[src/pag_pkg.sv]
// shared types and constants for the preferential attachment graph growth core
`timescale 1ns / 1ps

package pag_pkg;

	localparam int CFG_W      = 13;
	localparam int CFG_IDX_W  = 2;
	localparam int EPN_W      = 4;
	localparam int RW_W       = 31;
	localparam int STATUS_W   = 3;
	localparam int NODE_OUT_W = 12;

	localparam logic [CFG_IDX_W-1:0] CFG_TOTAL_NODES    = 2'd0;
	localparam logic [CFG_IDX_W-1:0] CFG_EDGES_PER_NODE = 2'd1;
	localparam logic [CFG_IDX_W-1:0] CFG_SEED_NODES     = 2'd2;

	localparam logic [CFG_W-1:0] TOTAL_NODES_RST    = 13'd16;
	localparam logic [EPN_W-1:0] EDGES_PER_NODE_RST = 4'd2;
	localparam logic [CFG_W-1:0] SEED_NODES_RST     = 13'd3;

	localparam logic OP_RESTART = 1'b0;
	localparam logic OP_GROW    = 1'b1;

	localparam logic [STATUS_W-1:0] ST_RESTART = 3'd0;
	localparam logic [STATUS_W-1:0] ST_RING    = 3'd1;
	localparam logic [STATUS_W-1:0] ST_LINK    = 3'd2;
	localparam logic [STATUS_W-1:0] ST_DUP     = 3'd3;
	localparam logic [STATUS_W-1:0] ST_DONE    = 3'd4;
	localparam logic [STATUS_W-1:0] ST_BAD     = 3'd5;

	typedef struct packed {
		logic            opcode;
		logic [RW_W-1:0] random_word;
	} in_word_t;

	typedef struct packed {
		logic [STATUS_W-1:0]   status;
		logic [NODE_OUT_W-1:0] source_node;
		logic [NODE_OUT_W-1:0] target_node;
	} out_word_t;

	typedef struct packed {
		logic [NODE_OUT_W-1:0] source;
		logic [NODE_OUT_W-1:0] target;
	} edge_t;

endpackage

[src/pag_mod_div.sv]
// iterative restoring modulo unit, one remainder bit per cycle
`timescale 1ns / 1ps

module pag_mod_div #(
	parameter int DSR_W = 17
) (
	input  logic                     clk,
	input  logic                     arst_n,
	input  logic                     start,
	input  logic [pag_pkg::RW_W-1:0] dividend,
	input  logic [DSR_W-1:0]         divisor,
	output logic                     done,
	output logic [DSR_W-1:0]         remainder
);
	import pag_pkg::*;

	localparam int CNT_W = $clog2(RW_W + 1);

	logic [DSR_W-1:0] rem_q;
	logic [DSR_W-1:0] dsr_q;
	logic [RW_W-1:0]  dvd_q;
	logic [CNT_W-1:0] cnt_q;
	logic             busy_q;
	logic             done_q;

	logic [DSR_W:0]   trial;
	logic             fits;
	logic [DSR_W-1:0] rem_next;

	always_comb begin
		trial    = {rem_q, dvd_q[RW_W-1]};
		fits     = trial >= {1'b0, dsr_q};
		rem_next = fits ? DSR_W'(trial - {1'b0, dsr_q}) : DSR_W'(trial);
	end

	always_ff @(posedge clk or negedge arst_n) begin
		if (!arst_n) begin
			busy_q <= 1'b0;
			done_q <= 1'b0;
			cnt_q  <= '0;
		end else begin
			done_q <= 1'b0;
			if (start) begin
				busy_q <= 1'b1;
				cnt_q  <= CNT_W'(RW_W);
			end else if (busy_q) begin
				cnt_q <= cnt_q - 1'b1;
				if (cnt_q == CNT_W'(1)) begin
					busy_q <= 1'b0;
					done_q <= 1'b1;
				end
			end
		end
	end

	always_ff @(posedge clk) begin
		if (start) begin
			rem_q <= '0;
			dvd_q <= dividend;
			dsr_q <= divisor;
		end else if (busy_q) begin
			rem_q <= rem_next;
			dvd_q <= dvd_q << 1;
		end
	end

	assign done      = done_q;
	assign remainder = rem_q;

endmodule

[config.mk]
export PLATFORM = sky130hd
export DESIGN_NAME = pag_mod_div
export DESIGN_NICKNAME = d
export VERILOG_FILES = /design/src/pag_pkg.sv /design/src/pag_mod_div.sv
export SDC_FILE = /design/constraint.sdc
export NUM_CORES = 1
export LEC_CHECK = 0
export BUFFER_PORTS_ARGS = -buffer_cell sky130_fd_sc_hd__buf_2
export CAP_MARGIN = 25
export CORE_ASPECT_RATIO = 0.7
export CORE_UTILIZATION = 51
export CTS_CLUSTER_SIZE = 10
export DETAILED_ROUTE_END_ITERATION = 7
export PLACE_DENSITY = 0.75
export RECOVER_POWER = 100
export SYNTH_ARGS = -nofsm -noshare
export SYNTH_HDL_FRONTEND = slang
export SYNTH_SLANG_ARGS = --single-unit
[constraint.sdc]
create_clock -name clk -period 2.25 [get_ports clk]
set_clock_uncertainty 0.1 [all_clocks]
set_input_delay 0.225 -clock clk [delete_from_list [all_inputs] [get_ports clk]]
set_output_delay 0.225 -clock clk [all_outputs]
set_load 0.02 [all_outputs]
==> impl_metrics.ini, run 1 <==
[outcome]
status = complete, but fails checks
violations = setup timing

[finish]
antenna_cells = 0
fin_nets = 577
drive_gt1_frac = 0.387
area_delta_synth_final_pct = 36.7
fin_util = 0.729
fin_cells = 609

[timing]
drv_slew = 0
hold_slack_ns = 0.0650
fmax_mhz = 387
report.final.setup_viol = 17
fin_crit_sh = 1.15
fin_crit_ns = 2.58
fin_ws_ns = -0.331
finalHoldViolations = 0
rsz0062_at_grt = true
max_slew_margin = 0.488
tightest_slew_ns = 0.768

[yosys]
synth.distinct_cells = 57
ys.flop_type = edfxtp_1
synth_edf_count = 48
synthesis.nets = 417
ys_seq_area_frac = 0.497
yosysTopAreaCellShare = 0.366
synth_area_per_cell_sq_um = 11.4
netlist_area_sq_um = 3940
yosys_warnings = 0
synth_area_leaders = edfxtp_1, dfxtp_1, mux2_2, ha_1, dfrtp_1
netlist_instances = 346
yosysTopAreaCell = edfxtp_1
synthArstFlopShare = 0.0972
synth_seq_cells = 72

[power_and_ir_drop]
power.switching_mw = 2.03
netSwitchingFraction = 0.378
internal_power_mw = 3.34
p_seq_frac = 0.319
peakVddDrop_uv = 533
clkPwrFrac = 0.178
power_density_nw_per_um2 = 998
p_total_mw = 5.37
leakage_nw = 2.32
share_comb_of_total_power = 0.503

[route]
initialDrtViolationCount = 195
firstDrtPassIters = 5
postRouteAntennaNets = 0
vias_per_cell = 5.47
vias = 3330
drt_wl_total_mm = 9.90
avgRoutedWirePerCell_um = 16.3
drc = 0

[floorplanning]
fp.dieArea_sq_um = 8080
die_x_um = 107
num_rows = 26
dieHeight_um = 75.5
initial_core_util = 0.533
io_pins = 69
core_area_sq_um = 7380

[place]
gp_congestion = 0.837
dp_hpwl_mm = 6.99
io_buffers = 68
dp_cells = 565

[global_routing]
grt.overflow.total = 0
grt_pass1_wl_mm = 15.1
grt_pass1_vias = 3152
grt_start_max_net_pins = 32
grt_antenna_before_repair = 0
grt.total_usage = 0.251

[clock_network]
cts.path.max_buffers = 2
cts_buffers = 9
clk_pin_slew_worst_paths_ns = 0.09
htreeDepth = 3
clkLatencyLatePin_ns = 0.36
clkSinkCount = 72
cts_tree = done
cts_root_buf = clkbuf_8

[worst_setup_path]
critPathArrivalTime_ns = 2.74
crit_top_cell = inv_2
crit_slowest_cell = edfxtp_1
end_kind = flip-flop
path_cells = inv_2, ha_4, inv_2, fa_2, a21o_1, a221oi_4, o211a_4, o21a_4, nand2_1, a311oi_2
cp_num_buf_inv = 2
critical_path.max_stage_delay_ns = 0.41
critPathMaxFanout = 5
required_ns = 2.41
critPathLaunchType = flip-flop
path_class = flip-flop to flip-flop
path_delay_family = compound AO/OA/AOI/OAI gates

[min_path]
worstHoldPathType = input pin to flip-flop

[run]
maxCapViolCount = 0
==> sequential cells by signal, indices dropped and copies added (netlist names) <==
register,count
dsr_q,17
done,1
dvd_q,31
remainder,17
cnt_q,5
busy_q,1
==> power by group through the flow <==
| stage | Combinational (mW) | Sequential (mW) | Clock [mW] |
|---|---|---|---|
| detailed placement | 2.39 | 1.74 | 0 |
| finish | 2.70 | 1.71 | 0.954 |
| CTS | 2.54 | 1.71 | 0.967 |
| global route | 2.90 | 1.74 | 1.01 |
| floorplan | 1.33 | 1.88 | 0 |
| global placement | 2.33 | 1.73 | 0 |
==> final cells by class <==
class	instances	area, sq um
Tap cell	98	123
Inverter	23	86.3
Multi-Input combinational cell	236	1960
Fill cell	520	2000
Clock inverter	6	50.0
Sequential cell	72	1960
Timing Repair Buffer	164	1080
Clock buffer	10	128
==> Yosys cell counts, drive strengths merged (7+ instances only) <==
library cell	n
nor2	18
dfxtp	17
nand3	7
mux2i	7
buf	7
nand2b	10
mux2	30
dfrtp	7
a21oi	16
a211oi	8
edfxtp	48
o21ai	13
ha	19
xnor2	10
a21o	9
inv	23
nand2	20
clkbuf	10
==> routing by layer <==
layer	vias up	wire length, um	GRT usage
met1	1582	4640	0.343
li1	1612	-	-
met2	118	4500	0.411
met4	0	154	0.0654
met3	18	604	0.0556
met5	-	0	0
==> final timing paths <==
| path | slack [ns] | cells past startpoint | endpoint | from |
|---|---|---|---|---|
| max | -0.33 | 10 | remainder[0] | dvd_q[30] |
| min | 0.06 | 2 | dvd_q[23] | dividend[23] |
| max reg2reg | -0.33 | 10 | remainder[0] | dvd_q[30] |
| min reg2reg | 0.44 | 2 | remainder[16] | remainder[16] |
| max in group asynchronous | 1.57 | 2 | cnt_q[0] | arst_n |
| min in group asynchronous | 0.19 | 2 | busy_q | arst_n |
==> logic make-up after synthesis <==
logic type      Yosys count  synth area share
buf+inv                  40            0.0432
simple gates             81             0.106
mux                      37             0.104
compound gates           82             0.154
fa+ha+maj                20            0.0655
xor+xnor                 14            0.0311
flops                    72             0.497
==> placed cells by master, fill, tap and decap left out, types with 3 or more instances in the layout <==
cell           netlist  layout
xnor2_1             10      10
clkbuf_1            10      21
ha_1                19      17
dlygate4sd3_1        0      18
dfrtp_1              7       7
inv_6                0       3
buf_2                4      50
o21ai_0              8       5
o21ai_1              4       7
edfxtp_1            48      48
nand4_1              3       3
nand3_1              7       7
and3_1               5       4
buf_4                0      73
nand2_1             20      20
and4_1               3       3
mux2_2              30      30
a31oi_1              4       4
xor2_1               4       4
o31ai_1              5       5
nor2_1              18      18
mux2i_1              7       7
o211ai_1             4       4
inv_1               23      21
dfxtp_1             17      17
clkbuf_8             0       9
a211oi_1             8       6
nand2b_1            10       9
a21o_1               9       9
a21oi_1             16      16
==> metrics by stage <==
step / worst slack, ns / TNS [ns] / instance area (sq um)
floorplan: -0.133 / -1.05 / 3980
global placement: -0.224 / -3.11 / 4890
detailed placement: -0.343 / -4.44 / 4890
CTS: -0.245 / -3.54 / 5310
global route: -0.454 / -7.16 / 5380
finish: -0.331 / -4.98 / 5380
==> repair_timing <==
action	4_1_cts	5_1_grt
pin swaps	5	11
hold endpoints to repair	24	0
setup buffers	6	2
resized for setup	6	15
hold buffers	18	0
gates cloned	1	1
setup endpoints to repair	17	17
No activity file was read; power rests on OpenSTA's default activity.
==> inputs of run 2 (changes only) <==
--- a/config.mk
+++ b/config.mk
@@ -7,11 +7,13 @@
 export LEC_CHECK = 0
 export BUFFER_PORTS_ARGS = -buffer_cell sky130_fd_sc_hd__buf_2
 export CAP_MARGIN = 25
+export CELL_PAD_IN_SITES_DETAIL_PLACEMENT = 0
+export CELL_PAD_IN_SITES_GLOBAL_PLACEMENT = 1
 export CORE_ASPECT_RATIO = 0.7
-export CORE_UTILIZATION = 51
+export CORE_UTILIZATION = 40
 export CTS_CLUSTER_SIZE = 10
 export DETAILED_ROUTE_END_ITERATION = 7
-export PLACE_DENSITY = 0.75
+export PLACE_DENSITY = 0.74
 export RECOVER_POWER = 100
 export SYNTH_ARGS = -nofsm -noshare
 export SYNTH_HDL_FRONTEND = slang
==> run 2 against run 1 <==
Net effect:
- register-to-register slack improved by 0.02 ns
- the run still ends with setup timing left
- highest routed layer unchanged
- clock power grew 43%
- cell count up 3.1%
- worst setup slack better by 0.022 ns
- final area grew 1.8%
- fmax rose by 0.87%
- clock-buffer cell count is the same
- non-clock buffer count shrank 7
- hold slack better by 0.0022 ns
- die area is 27% higher
==> impl_metrics.ini, run 2 (same netlist as run 1, synthesis figures left out) <==
[outcome]
status = complete, but fails checks
violations = setup timing

[global_routing]
grt_start_max_net_pins = 34
grt_antenna_before_repair = 0
grt_pass1_wl_mm = 16.1
grt_pass1_vias = 3260
grt.overflow.total = 0
grt.total_usage = 0.207

[timing]
report.final.setup_viol = 17
fin_crit_ns = 2.56
tightest_slew_ns = 1.42
drv_slew = 0
fmax_mhz = 391
finalHoldViolations = 0
fin_crit_sh = 1.14
fin_ws_ns = -0.309
max_slew_margin = 0.0531
rsz0062_at_grt = true
tns_ns = -4.18

[power_and_ir_drop]
netSwitchingFraction = 0.359
p_seq_frac = 0.299
p_total_mw = 5.76
internal_power_mw = 3.69
power.switching_mw = 2.07
leakage_nw = 2.34
peakVddDrop_uv = 578
share_comb_of_total_power = 0.466
power_density_nw_per_um2 = 1050
clkPwrFrac = 0.235

[clock_network]
clk_pin_slew_worst_paths_ns = 0.06
cts_buffers = 9
clkLatencyLatePin_ns = 0.34
htreeDepth = 3
cts.path.max_buffers = 2
cts_tree = done
cts_root_buf = clkbuf_16
clkSinkCount = 72

[route]
drt_wl_total_mm = 9.82
postRouteAntennaNets = 0
vias = 3227
firstDrtPassIters = 4
drc = 0
initialDrtViolationCount = 235
avgRoutedWirePerCell_um = 15.6
vias_per_cell = 5.14

[finish]
fin_util = 0.590
ff_latch_area_sq_um = 1960
largest_register_ffs = 31
antenna_cells = 0
fin_area_sq_um = 5480
multi_input_area_sq_um = 1980
drive_gt1_frac = 0.377
fillers = 800
layout_commonest_cell = buf_4
most-common-layout-cells = buf_4, buf_2, edfxtp_1
fin_nets = 570
area_delta_synth_final_pct = 39.2
regMostFlops = dvd_q

[worst_setup_path]
critPathLaunchType = flip-flop
required_ns = 2.40
crit_slowest_cell = edfxtp_1
crit_start = dvd_q[30]
critical_path.max_stage_delay_ns = 0.39
r2r-start = dvd_q[30]
r2r_cells = 10
end_kind = flip-flop
path_cells = inv_1, ha_2, inv_2, fa_2, a21o_1, a221oi_4, o211a_4, o21ai_4, mux2i_1, a211oi_1
path_class = flip-flop to flip-flop
critPathArrivalTime_ns = 2.71
critPathMaxFanout = 8

[run]
maxCapViolCount = 0

[floorplanning]
die_x_um = 121
io_pins = 69
initial_core_util = 0.424
core_area_sq_um = 9290
fp.dieArea_sq_um = 10300
num_rows = 29
dieHeight_um = 85.0

[min_path]
min-delay-start = dividend[0]
worstHoldPathCells = 2
worstHoldPathType = input pin to flip-flop

[place]
detailed_place.area_sq_um = 4870
gp_congestion = 0.812
io_buffers = 68
dp_hpwl_mm = 6.85
## run 2: cell count changes in the layout (fill, tap and decap cells not counted), sizes merged
| cell | delta |
|---|---|
| buf | -10 |
| inv | -1 |
| clkbuf | +3 |
| clkinv | +1 |
## run 2: power by group through the flow
| stage | Combinational (mW) | Sequential [mW] | Clock [mW] |
|---|---|---|---|
| global placement | 2.32 | 1.74 | 0 |
| detailed placement | 2.35 | 1.74 | 0 |
| CTS | 2.59 | 1.72 | 1.39 |
| floorplan | 1.33 | 1.88 | 0 |
| global route | 2.91 | 1.74 | 1.44 |
| finish | 2.68 | 1.72 | 1.36 |
## run 2: critical path, delay by kind of cell (launching register included)
family	cells	cell delay, ns
buf+inv	2	0.12
compound gates	5	1.18
fa+ha+maj	2	0.51
flops	1	0.39
mux	1	0.17
## run 2: final cells by class
| class | count | area share |
|---|---|---|
| tap | 124 | 0.0283 |
| inverter | 23 | 0.0158 |
| multi-input combinational | 236 | 0.361 |
| clock buffer | 10 | 0.0436 |
| sequential | 72 | 0.357 |
| timing repair buffer | 157 | 0.187 |
| clock inverter | 6 | 0.00776 |
## run 2: repair_timing
| item | 4_1_cts | 5_1_grt |
|---|---|---|
| resized for setup | 13 | 8 |
| setup buffers | 7 | 1 |
| endpoints found under the hold margin | 24 | 0 |
| gates cloned | 2 | 0 |
| endpoints found under the setup margin | 17 | 17 |
| hold buffers | 18 | 0 |
| pin swaps | 12 | 5 |
## run 2: layer usage
metal  part of all wire  global-route usage  up-vias
met3              0.057              0.0464       14
li1                   -                   -     1600
met4              0.015              0.0774        0
met5                  0                   0        -
met1               0.50               0.292     1533
met2               0.43               0.309       80
## run 2: metrics by stage
step	std cells	hold WS, ns	worst slack [ns]
2_1_floorplan	346	-0.171	-0.133
3_3_place_gp	584	-0.0337	-0.221
3_5_place_dp	584	-0.0309	-0.341
4_1_cts	627	0.0585	-0.300
5_1_grt	628	0.0788	-0.441
6_report	628	0.0672	-0.309
## run 2: path summary, 6_finish.rpt
check                                to  slack (ns)
setup / recovery           remainder[5]       -0.31
hold / removal                 dvd_q[0]        0.07
max in group asynchronous      cnt_q[3]        1.54
min in group asynchronous          done        0.23
hold reg to reg                cnt_q[4]        0.44
setup reg to reg           remainder[5]       -0.31
